<file path="src/msfd_pkg.sv">
// ----------------------------------------------------------------------------
// msfd_pkg: shared types and constants of the motor status frame decoder
// item layouts, frame constants and the fault priority encoder
// ----------------------------------------------------------------------------
package msfd_pkg;

  // frame layout, byte positions counted from the start byte
  localparam logic [7:0] PosStart   = 8'd0;
  localparam logic [7:0] PosLength  = 8'd1;
  localparam logic [7:0] PosCommand = 8'd2;
  localparam logic [7:0] PosFlags   = 8'd3;
  localparam logic [7:0] PosCurHi   = 8'd5;
  localparam logic [7:0] PosCurLo   = 8'd6;
  localparam logic [7:0] PosPerHi   = 8'd8;
  localparam logic [7:0] PosPerLo   = 8'd9;
  localparam logic [7:0] PosCharge  = 8'd10;

  localparam logic [7:0]  StartCode   = 8'h02;
  localparam logic [7:0]  MinFrameLen = 8'd14;
  localparam logic [7:0]  StatusCmd   = 8'd1;
  localparam logic [7:0]  CountMax    = 8'd255;
  localparam logic [7:0]  ChargeMax   = 8'd100;
  localparam logic [17:0] CurrentMax  = 18'd32767;
  localparam int unsigned FineBit     = 14;

  // fault codes, dense numbering of the priority order
  localparam logic [2:0] FaultNone = 3'd0;
  localparam logic [2:0] FaultBit1 = 3'd1;
  localparam logic [2:0] FaultBit3 = 3'd2;
  localparam logic [2:0] FaultBit0 = 3'd3;
  localparam logic [2:0] FaultBit5 = 3'd4;
  localparam logic [2:0] FaultBit4 = 3'd5;
  localparam logic [2:0] FaultBit6 = 3'd6;

  typedef struct packed {
    logic [7:0] rx_byte;
    logic       frame_end;
  } msfd_in_t;

  typedef struct packed {
    logic        frame_ok;
    logic [7:0]  status_flags;
    logic [2:0]  fault_code;
    logic        flag_two;
    logic        flag_seven;
    logic [14:0] current_deciamps;
    logic [15:0] period_millis;
    logic [7:0]  charge_percent;
    logic        charge_valid;
  } msfd_out_t;

  function automatic logic [2:0] fault_of(input logic [7:0] flags);
    logic [2:0] code;
    priority if (flags[1]) code = FaultBit1;
    else if (flags[3])     code = FaultBit3;
    else if (flags[0])     code = FaultBit0;
    else if (flags[5])     code = FaultBit5;
    else if (flags[4])     code = FaultBit4;
    else if (flags[6])     code = FaultBit6;
    else                   code = FaultNone;
    return code;
  endfunction

endpackage

</file>
<file path="src/msfd_intf.sv">
// ----------------------------------------------------------------------------
// msfd_intf: valid/ready channels of the motor status frame decoder
// one channel for received bytes, one for decoded frame results
// ----------------------------------------------------------------------------
interface msfd_in_if;
  import msfd_pkg::*;

  logic     valid;
  logic     ready;
  msfd_in_t data;

  modport source (output valid, output data, input ready);
  modport sink (input valid, input data, output ready);
endinterface

interface msfd_out_if;
  import msfd_pkg::*;

  logic      valid;
  logic      ready;
  msfd_out_t data;

  modport source (output valid, output data, input ready);
  modport sink (input valid, input data, output ready);
endinterface

</file>
<file path="src/motor_status_frame_decoder.sv">
// ----------------------------------------------------------------------------
// motor_status_frame_decoder: byte-wise motor status frame decoder
// result: registered, a result item appears in the cycle after the byte item that ends the frame is taken
// throughput: one byte item per cycle while pending result items are taken, set by the single result register stage
// reset: byte count and captured fields clear, no result item pending
// ----------------------------------------------------------------------------
module motor_status_frame_decoder (
  input  logic       clk_i,
  input  logic       rst_ni,
  msfd_in_if.sink    in_i,
  msfd_out_if.source out_o
);
  import msfd_pkg::*;

  // frame capture state
  logic [7:0]  count_q, count_d;
  logic        start_ok_q, start_ok_d;
  logic [7:0]  length_q, length_d;
  logic [7:0]  command_q, command_d;
  logic [7:0]  flags_q, flags_d;
  logic [15:0] cur_word_q, cur_word_d;
  logic [15:0] per_word_q, per_word_d;
  logic [7:0]  charge_q, charge_d;

  // values after this byte, before the end-of-frame clear
  logic [7:0]  cnt_next;
  logic        start_next;
  logic [7:0]  len_next;
  logic [7:0]  cmd_next;
  logic [7:0]  flg_next;
  logic [15:0] cur_next;
  logic [15:0] per_next;
  logic [7:0]  chg_next;

  logic        frame_ok;
  logic [13:0] cur_raw;
  logic [17:0] cur_scaled;
  logic [14:0] cur_sat;
  msfd_out_t   res;

  // result register, the output side of the block
  logic        out_valid_q;
  msfd_out_t   out_q;

  logic        accept;
  logic        last;

  // a new byte goes in whenever the result register is free or being drained
  assign in_i.ready = !out_valid_q || out_o.ready;
  assign accept     = in_i.valid && in_i.ready;
  assign last       = in_i.data.frame_end;

  always_comb begin
    start_next = start_ok_q;
    len_next   = length_q;
    cmd_next   = command_q;
    flg_next   = flags_q;
    cur_next   = cur_word_q;
    per_next   = per_word_q;
    chg_next   = charge_q;
    // capture the byte at its position in the frame
    unique case (count_q)
      PosStart:   start_next = (in_i.data.rx_byte == StartCode);
      PosLength:  len_next = in_i.data.rx_byte;
      PosCommand: cmd_next = in_i.data.rx_byte;
      PosFlags:   flg_next = in_i.data.rx_byte;
      PosCurHi:   cur_next = {in_i.data.rx_byte, cur_word_q[7:0]};
      PosCurLo:   cur_next = {cur_word_q[15:8], in_i.data.rx_byte};
      PosPerHi:   per_next = {in_i.data.rx_byte, per_word_q[7:0]};
      PosPerLo:   per_next = {per_word_q[15:8], in_i.data.rx_byte};
      PosCharge:  chg_next = in_i.data.rx_byte;
      default: begin
        // bytes at all other positions are only counted
      end
    endcase
    // saturating byte counter
    cnt_next = (count_q != CountMax) ? count_q + 8'd1 : count_q;
  end

  // frame checks use the count including the closing byte
  assign frame_ok = (cnt_next >= MinFrameLen) && start_next &&
                    (len_next >= MinFrameLen) && (len_next <= cnt_next) &&
                    (cmd_next == StatusCmd);

  // current scaling: raw value, or raw times ten as 8x + 2x, then saturate
  assign cur_raw    = cur_next[13:0];
  assign cur_scaled = cur_next[FineBit] ? {4'd0, cur_raw}
                                        : ({1'b0, cur_raw, 3'd0} + {3'd0, cur_raw, 1'b0});
  assign cur_sat    = (cur_scaled > CurrentMax) ? CurrentMax[14:0] : cur_scaled[14:0];

  always_comb begin
    res = '0;
    // rejected frames report all fields as zero
    if (frame_ok) begin
      res.frame_ok         = 1'b1;
      res.status_flags     = flg_next;
      res.fault_code       = fault_of(flg_next);
      res.flag_two         = flg_next[2];
      res.flag_seven       = flg_next[7];
      res.current_deciamps = cur_sat;
      res.period_millis    = per_next;
      res.charge_percent   = chg_next;
      res.charge_valid     = (chg_next <= ChargeMax);
    end
  end

  // next state: hold when idle, advance on a byte, clear at frame end
  always_comb begin
    count_d    = count_q;
    start_ok_d = start_ok_q;
    length_d   = length_q;
    command_d  = command_q;
    flags_d    = flags_q;
    cur_word_d = cur_word_q;
    per_word_d = per_word_q;
    charge_d   = charge_q;
    if (accept) begin
      if (last) begin
        count_d    = '0;
        start_ok_d = 1'b0;
        length_d   = '0;
        command_d  = '0;
        flags_d    = '0;
        cur_word_d = '0;
        per_word_d = '0;
        charge_d   = '0;
      end else begin
        count_d    = cnt_next;
        start_ok_d = start_next;
        length_d   = len_next;
        command_d  = cmd_next;
        flags_d    = flg_next;
        cur_word_d = cur_next;
        per_word_d = per_next;
        charge_d   = chg_next;
      end
    end
  end

  always_ff @(posedge clk_i or negedge rst_ni) begin
    if (!rst_ni) begin
      count_q    <= '0;
      start_ok_q <= 1'b0;
      length_q   <= '0;
      command_q  <= '0;
      flags_q    <= '0;
      cur_word_q <= '0;
      per_word_q <= '0;
      charge_q   <= '0;
    end else begin
      count_q    <= count_d;
      start_ok_q <= start_ok_d;
      length_q   <= length_d;
      command_q  <= command_d;
      flags_q    <= flags_d;
      cur_word_q <= cur_word_d;
      per_word_q <= per_word_d;
      charge_q   <= charge_d;
    end
  end

  // result valid flag: set by a closing byte, cleared when the item is taken
  always_ff @(posedge clk_i or negedge rst_ni) begin
    if (!rst_ni) begin
      out_valid_q <= 1'b0;
    end else if (accept && last) begin
      out_valid_q <= 1'b1;
    end else if (out_o.ready) begin
      out_valid_q <= 1'b0;
    end
  end

  // result payload, no reset needed
  always_ff @(posedge clk_i) begin
    if (accept && last) begin
      out_q <= res;
    end
  end

  assign out_o.valid = out_valid_q;
  assign out_o.data  = out_q;

endmodule

</file>
<file path="src/flat_wrapper.sv">
// flat-port wrapper written by rule: the top's interface ports become plain ports
module motor_status_frame_decoder_flat import msfd_pkg::*;
  (clk_i, rst_ni, in_i_valid, in_i_data, in_i_ready, out_o_valid, out_o_data, out_o_ready);
  msfd_in_if in_i_i ();
  msfd_out_if out_o_i ();
  input  logic clk_i;
  input  logic rst_ni;
  input wire logic [$bits(in_i_i.valid)-1:0] in_i_valid;
  input wire logic [$bits(in_i_i.data)-1:0] in_i_data;
  output wire logic [$bits(in_i_i.ready)-1:0] in_i_ready;
  output wire logic [$bits(out_o_i.valid)-1:0] out_o_valid;
  output wire logic [$bits(out_o_i.data)-1:0] out_o_data;
  input wire logic [$bits(out_o_i.ready)-1:0] out_o_ready;
  assign in_i_i.valid = in_i_valid;
  assign in_i_i.data = in_i_data;
  assign in_i_ready = in_i_i.ready;
  assign out_o_valid = out_o_i.valid;
  assign out_o_data = out_o_i.data;
  assign out_o_i.ready = out_o_ready;
  motor_status_frame_decoder u_core (.clk_i(clk_i), .rst_ni(rst_ni), .in_i(in_i_i), .out_o(out_o_i));
endmodule
</file>
<file path="config.mk">
export PLATFORM = sky130hd
export DESIGN_NAME = motor_status_frame_decoder_flat
export DESIGN_NICKNAME = d
export VERILOG_FILES = /design/src/msfd_pkg.sv /design/src/msfd_intf.sv /design/src/motor_status_frame_decoder.sv /design/src/flat_wrapper.sv
export SDC_FILE = /design/constraint.sdc
export NUM_CORES = 1
export LEC_CHECK = 0
export CAP_MARGIN = 10
export CORE_MARGIN = 2
export CORE_UTILIZATION = 69
export DETAILED_ROUTE_END_ITERATION = 10
export DONT_BUFFER_PORTS = 1
export GPL_ROUTABILITY_DRIVEN = 0
export PLACE_DENSITY = 0.92
export REMOVE_ABC_BUFFERS = 1
export SYNTH_ARGS = -nofsm -noshare
export SYNTH_HDL_FRONTEND = slang
export SYNTH_SLANG_ARGS = --single-unit
</file>
<file path="constraint.sdc">
create_clock -name clk_i -period 12.1 [get_ports clk_i]
set_clock_uncertainty 0.2 [all_clocks]
set_input_delay 1.21 -clock clk_i [delete_from_list [all_inputs] [get_ports clk_i]]
set_output_delay 1.21 -clock clk_i [all_outputs]
set_load 0.05 [all_outputs]
</file>
==> qor.tcl <==
set qor(result_of_the_run) {finished clean}
set qor(grt_overflow) 0
set qor(area_growth_pct) 9.50
set qor(final_nets) 645
set qor(commonest_cells_post_synth) {89 x sky130_fd_sc_hd__nand2_1, 73 x sky130_fd_sc_hd__dfrtp_1, 52 x sky130_fd_sc_hd__edfxtp_1}
set qor(layout.cells.non_filler) 749
set qor(netlist_area_before_placement_mm2) 0.00661
set qor(ys_dominant_reg_cell) {sky130_fd_sc_hd__dfrtp_1}
set qor(synth-seq-area-share_pct) 51.2
set qor(cts_buffer_depth) 2
set qor(required_ns) 12.29
set qor(avgSynthCellArea_um2) 10.5
set qor(placementRows) 35
set qor(ctsHoldBuffers) 0
set qor(clock_latency_ns) 0.52
set qor(seq_area_mm2) 0.00339
set qor(ctsRootBufferMaster) {sky130_fd_sc_hd__clkbuf_8}
set qor(synth.area.top_cells) {sky130_fd_sc_hd__dfrtp_1 28%, sky130_fd_sc_hd__edfxtp_1 24%, sky130_fd_sc_hd__a22o_1 5.7%}
set qor(ir_drop_v) 0.000119
set qor(yosys_warnings) 0
set qor(synth_seq_cells) 125
set qor(post-route-period-util_pct) 42.2
set qor(first_global_vias) 5285
set qor(crit_path_start_kind) {register}
set qor(synthMostInstantiatedCell) {sky130_fd_sc_hd__nand2_1}
set qor(final_hold_viol_count) 0
set qor(postRouteAntennaNets) 0
set qor(detailedRoute.firstPassIterationCount) 7
set qor(power.density_mw_per_mm2) 181
set qor(accumulated_negative_setup_slack_ns) 0
set qor(drcViolationCount) 0
set qor(initial_antenna_violation_count) 0
set qor(fraction_of_the_mapped_netlist_area_in_simple_logic_gates_pct) 13.1
set qor(fmax_mhz) 196
set qor(cp-endpoint) {u_core.out_o.data[28]}
set qor(design.die.area_mm2) 0.0104
set qor(synth_compound_area_share_pct) 24.5
set qor(io-pin-count) 69
set qor(maxCapViolCount) 0
set qor(finalWirelength_um) 16600
set qor(synth_top_area_share_pct) 27.6
set qor(final_period_minus_worst_setup_slack_ns) 5.11
set qor(vias) 5438
set qor(clk_transition_reported_paths_ns) 0.06
set qor(clock_sink_count) 125
set qor(post_route_cells_drive_above_1_share_pct) 10.6
set qor(post_synth_xor_area_fraction_pct) 1.19
set qor(post_drt_wl_per_cell_um) 22.2
set qor(hpwl_um) 9690
set qor(detail_route.vias_per_cell) 7.26
set qor(cts-buffers-inserted) 17
set qor(synthArstFlopShare_pct) 58.4
set qor(maxSlewHeadroom_pct) 39.4
set qor(distinct_cells_synth) 64
set qor(rr_endpoint) {u_core.out_o.data[28]}
set qor(worst_setup_path_end_kind) {register}
set qor(cts_tree) {done}
set qor(groute.usage.overall_pct) 34.2
set qor(die_width_um) 102
set qor(total_power_uw) 1310
set qor(arrival_ns) 5.30
set qor(tightestPinTransition_ns) 0.912
set qor(setup_slack_ns) 6.99
set qor(timing.reg2reg.setup_slack_ns) 6.99
set qor(dp_worst_slack_ns) 7.20
set qor(port_buffers) 0
set qor(worstSetupPathType) {register to register}
set qor(floorplan.initialDensity_pct) 71.2
set qor(netlist_instances) 628
set qor(multi_input_comb_area_mm2) 0.00302
set qor(synth_top_family_by_area) {compound AO/OA/AOI/OAI gates}
set qor(timing.rr.start) {u_core.count_q[4]}
set qor(rsz0062_at_grt) {false}
set qor(placed_cells) 717
set qor(crit_start) {u_core.count_q[4]}
set qor(hold_path_class) {input pin to async pin}
set qor(worst_path_fanout_max) 14
set qor(p_leak_uw) 0.00302
set qor(adder_cell_fraction_of_synth_area_pct) 4.84
set qor(first_pass_grt_wire_length_um) 27200
set qor(cts_resized) 0
set qor(yosysTopAreaCell) {sky130_fd_sc_hd__dfrtp_1}
set qor(antenna_diode_instance_count) 0
set qor(synthMuxAreaShare_pct) 1.93
set qor(edff_count_synth) 52
set qor(placeableCoreArea_mm2) 0.00928
set qor(setup_viol) 0
set qor(timing.final.max_slew_violations) 0
set qor(filler_cell_count) 524
set qor(worst_r2r_path_depth) 14
set qor(postCtsSetupBuffers) 0
set qor(maximum_number_of_pins_on_one_net_before_global_route_repair) 74
set qor(chipHeight_um) 102
set qor(cts.htree.levels) 4
set qor(drt_iter0_drc) 583
## layout by cell type, fill, tap and decap left out, types with 7 or more instances in the layout
master	n
sky130_fd_sc_hd__a21boi_0	13
sky130_fd_sc_hd__a21o_1	7
sky130_fd_sc_hd__a21oi_1	30
sky130_fd_sc_hd__a22o_1	43
sky130_fd_sc_hd__a22oi_1	33
sky130_fd_sc_hd__clkbuf_16	16
sky130_fd_sc_hd__dfrtp_1	73
sky130_fd_sc_hd__edfxtp_1	52
sky130_fd_sc_hd__ha_1	24
sky130_fd_sc_hd__nand2_1	88
sky130_fd_sc_hd__nand3_1	11
sky130_fd_sc_hd__nor2_1	37
sky130_fd_sc_hd__nor3_1	11
sky130_fd_sc_hd__o21ai_0	50
sky130_fd_sc_hd__o221a_2	13
## layer usage
metal | up-vias | track usage (%) | share of wire, %
li1 | 2332 | - | -
met1 | 2594 | 44.5 | 37
met2 | 426 | 51.8 | 48
met3 | 86 | 9.99 | 11
met4 | 0 | 19.4 | 4.0
met5 | - | 0 | 0
## through the flow
step	hold slack [ns]	utilization, %	area (um^2)
floorplan	0.250	-	6430
global placement	0.263	71.4	6630
detailed placement	0.276	71.4	6630
CTS	0.166	78.0	7240
global route	0.161	78.0	7240
finish	0.178	78.0	7240
## worst max-delay path, stage by stage, from the launching register on
cell,delay (ns)
sky130_fd_sc_hd__dfrtp_1,0.48
sky130_fd_sc_hd__nor4_4,0.51
sky130_fd_sc_hd__nand2_1,0.18
sky130_fd_sc_hd__nor3b_2,0.49
sky130_fd_sc_hd__nand2b_1,0.30
sky130_fd_sc_hd__a22o_1,0.31
sky130_fd_sc_hd__ha_1,0.26
sky130_fd_sc_hd__fa_1,0.40
sky130_fd_sc_hd__a21o_1,0.20
sky130_fd_sc_hd__nand4_1,0.13
sky130_fd_sc_hd__a21oi_1,0.12
sky130_fd_sc_hd__or3_1,0.41
sky130_fd_sc_hd__nor4b_2,0.19
sky130_fd_sc_hd__a21oi_2,0.48
sky130_fd_sc_hd__o221a_2,0.32
## flip-flops by register name (all words and copies together), names as in the netlist
name / cells
u_core.out_o.data: 52
u_core.flags_q: 8
u_core.count_q: 8
u_core.out_o.valid: 1
u_core.cur_word_q: 15
u_core.command_q: 8
u_core.start_ok_q: 1
u_core.per_word_q: 16
u_core.length_q: 8
u_core.charge_q: 8
## cells by family after synthesis
kind of cell / after synthesis
compound gates: 221
xor+xnor: 9
fa+ha+maj: 25
buf+inv: 51
flops: 125
mux: 12
simple gates: 185
## where the power goes
group	internal, uW	switching [uW]
sequential	496	69.1
combinational	88.4	123
clock	336	196
## worst min-delay path by stage
stage | to | slack [ns] | cells after the start
finish | u_core.cur_word_q[11] | 0.18 | 0
detailed placement | u_core.flags_q[6] | 0.28 | 2
global route | u_core.cur_word_q[11] | 0.16 | 0
floorplan | u_core.flags_q[6] | 0.25 | 2
CTS | u_core.cur_word_q[11] | 0.17 | 0
global placement | u_core.length_q[0] | 0.26 | 2
## area by class of cell
type	instances	share of cell area, %
Tap cell	129	2.23
Multi-Input combinational cell	452	41.8
Inverter	7	0.363
Clock buffer	18	5.77
Timing Repair Buffer	4	0.415
Sequential cell	125	46.8
Clock inverter	14	2.64
No activity file was read; power rests on OpenSTA's default activity.
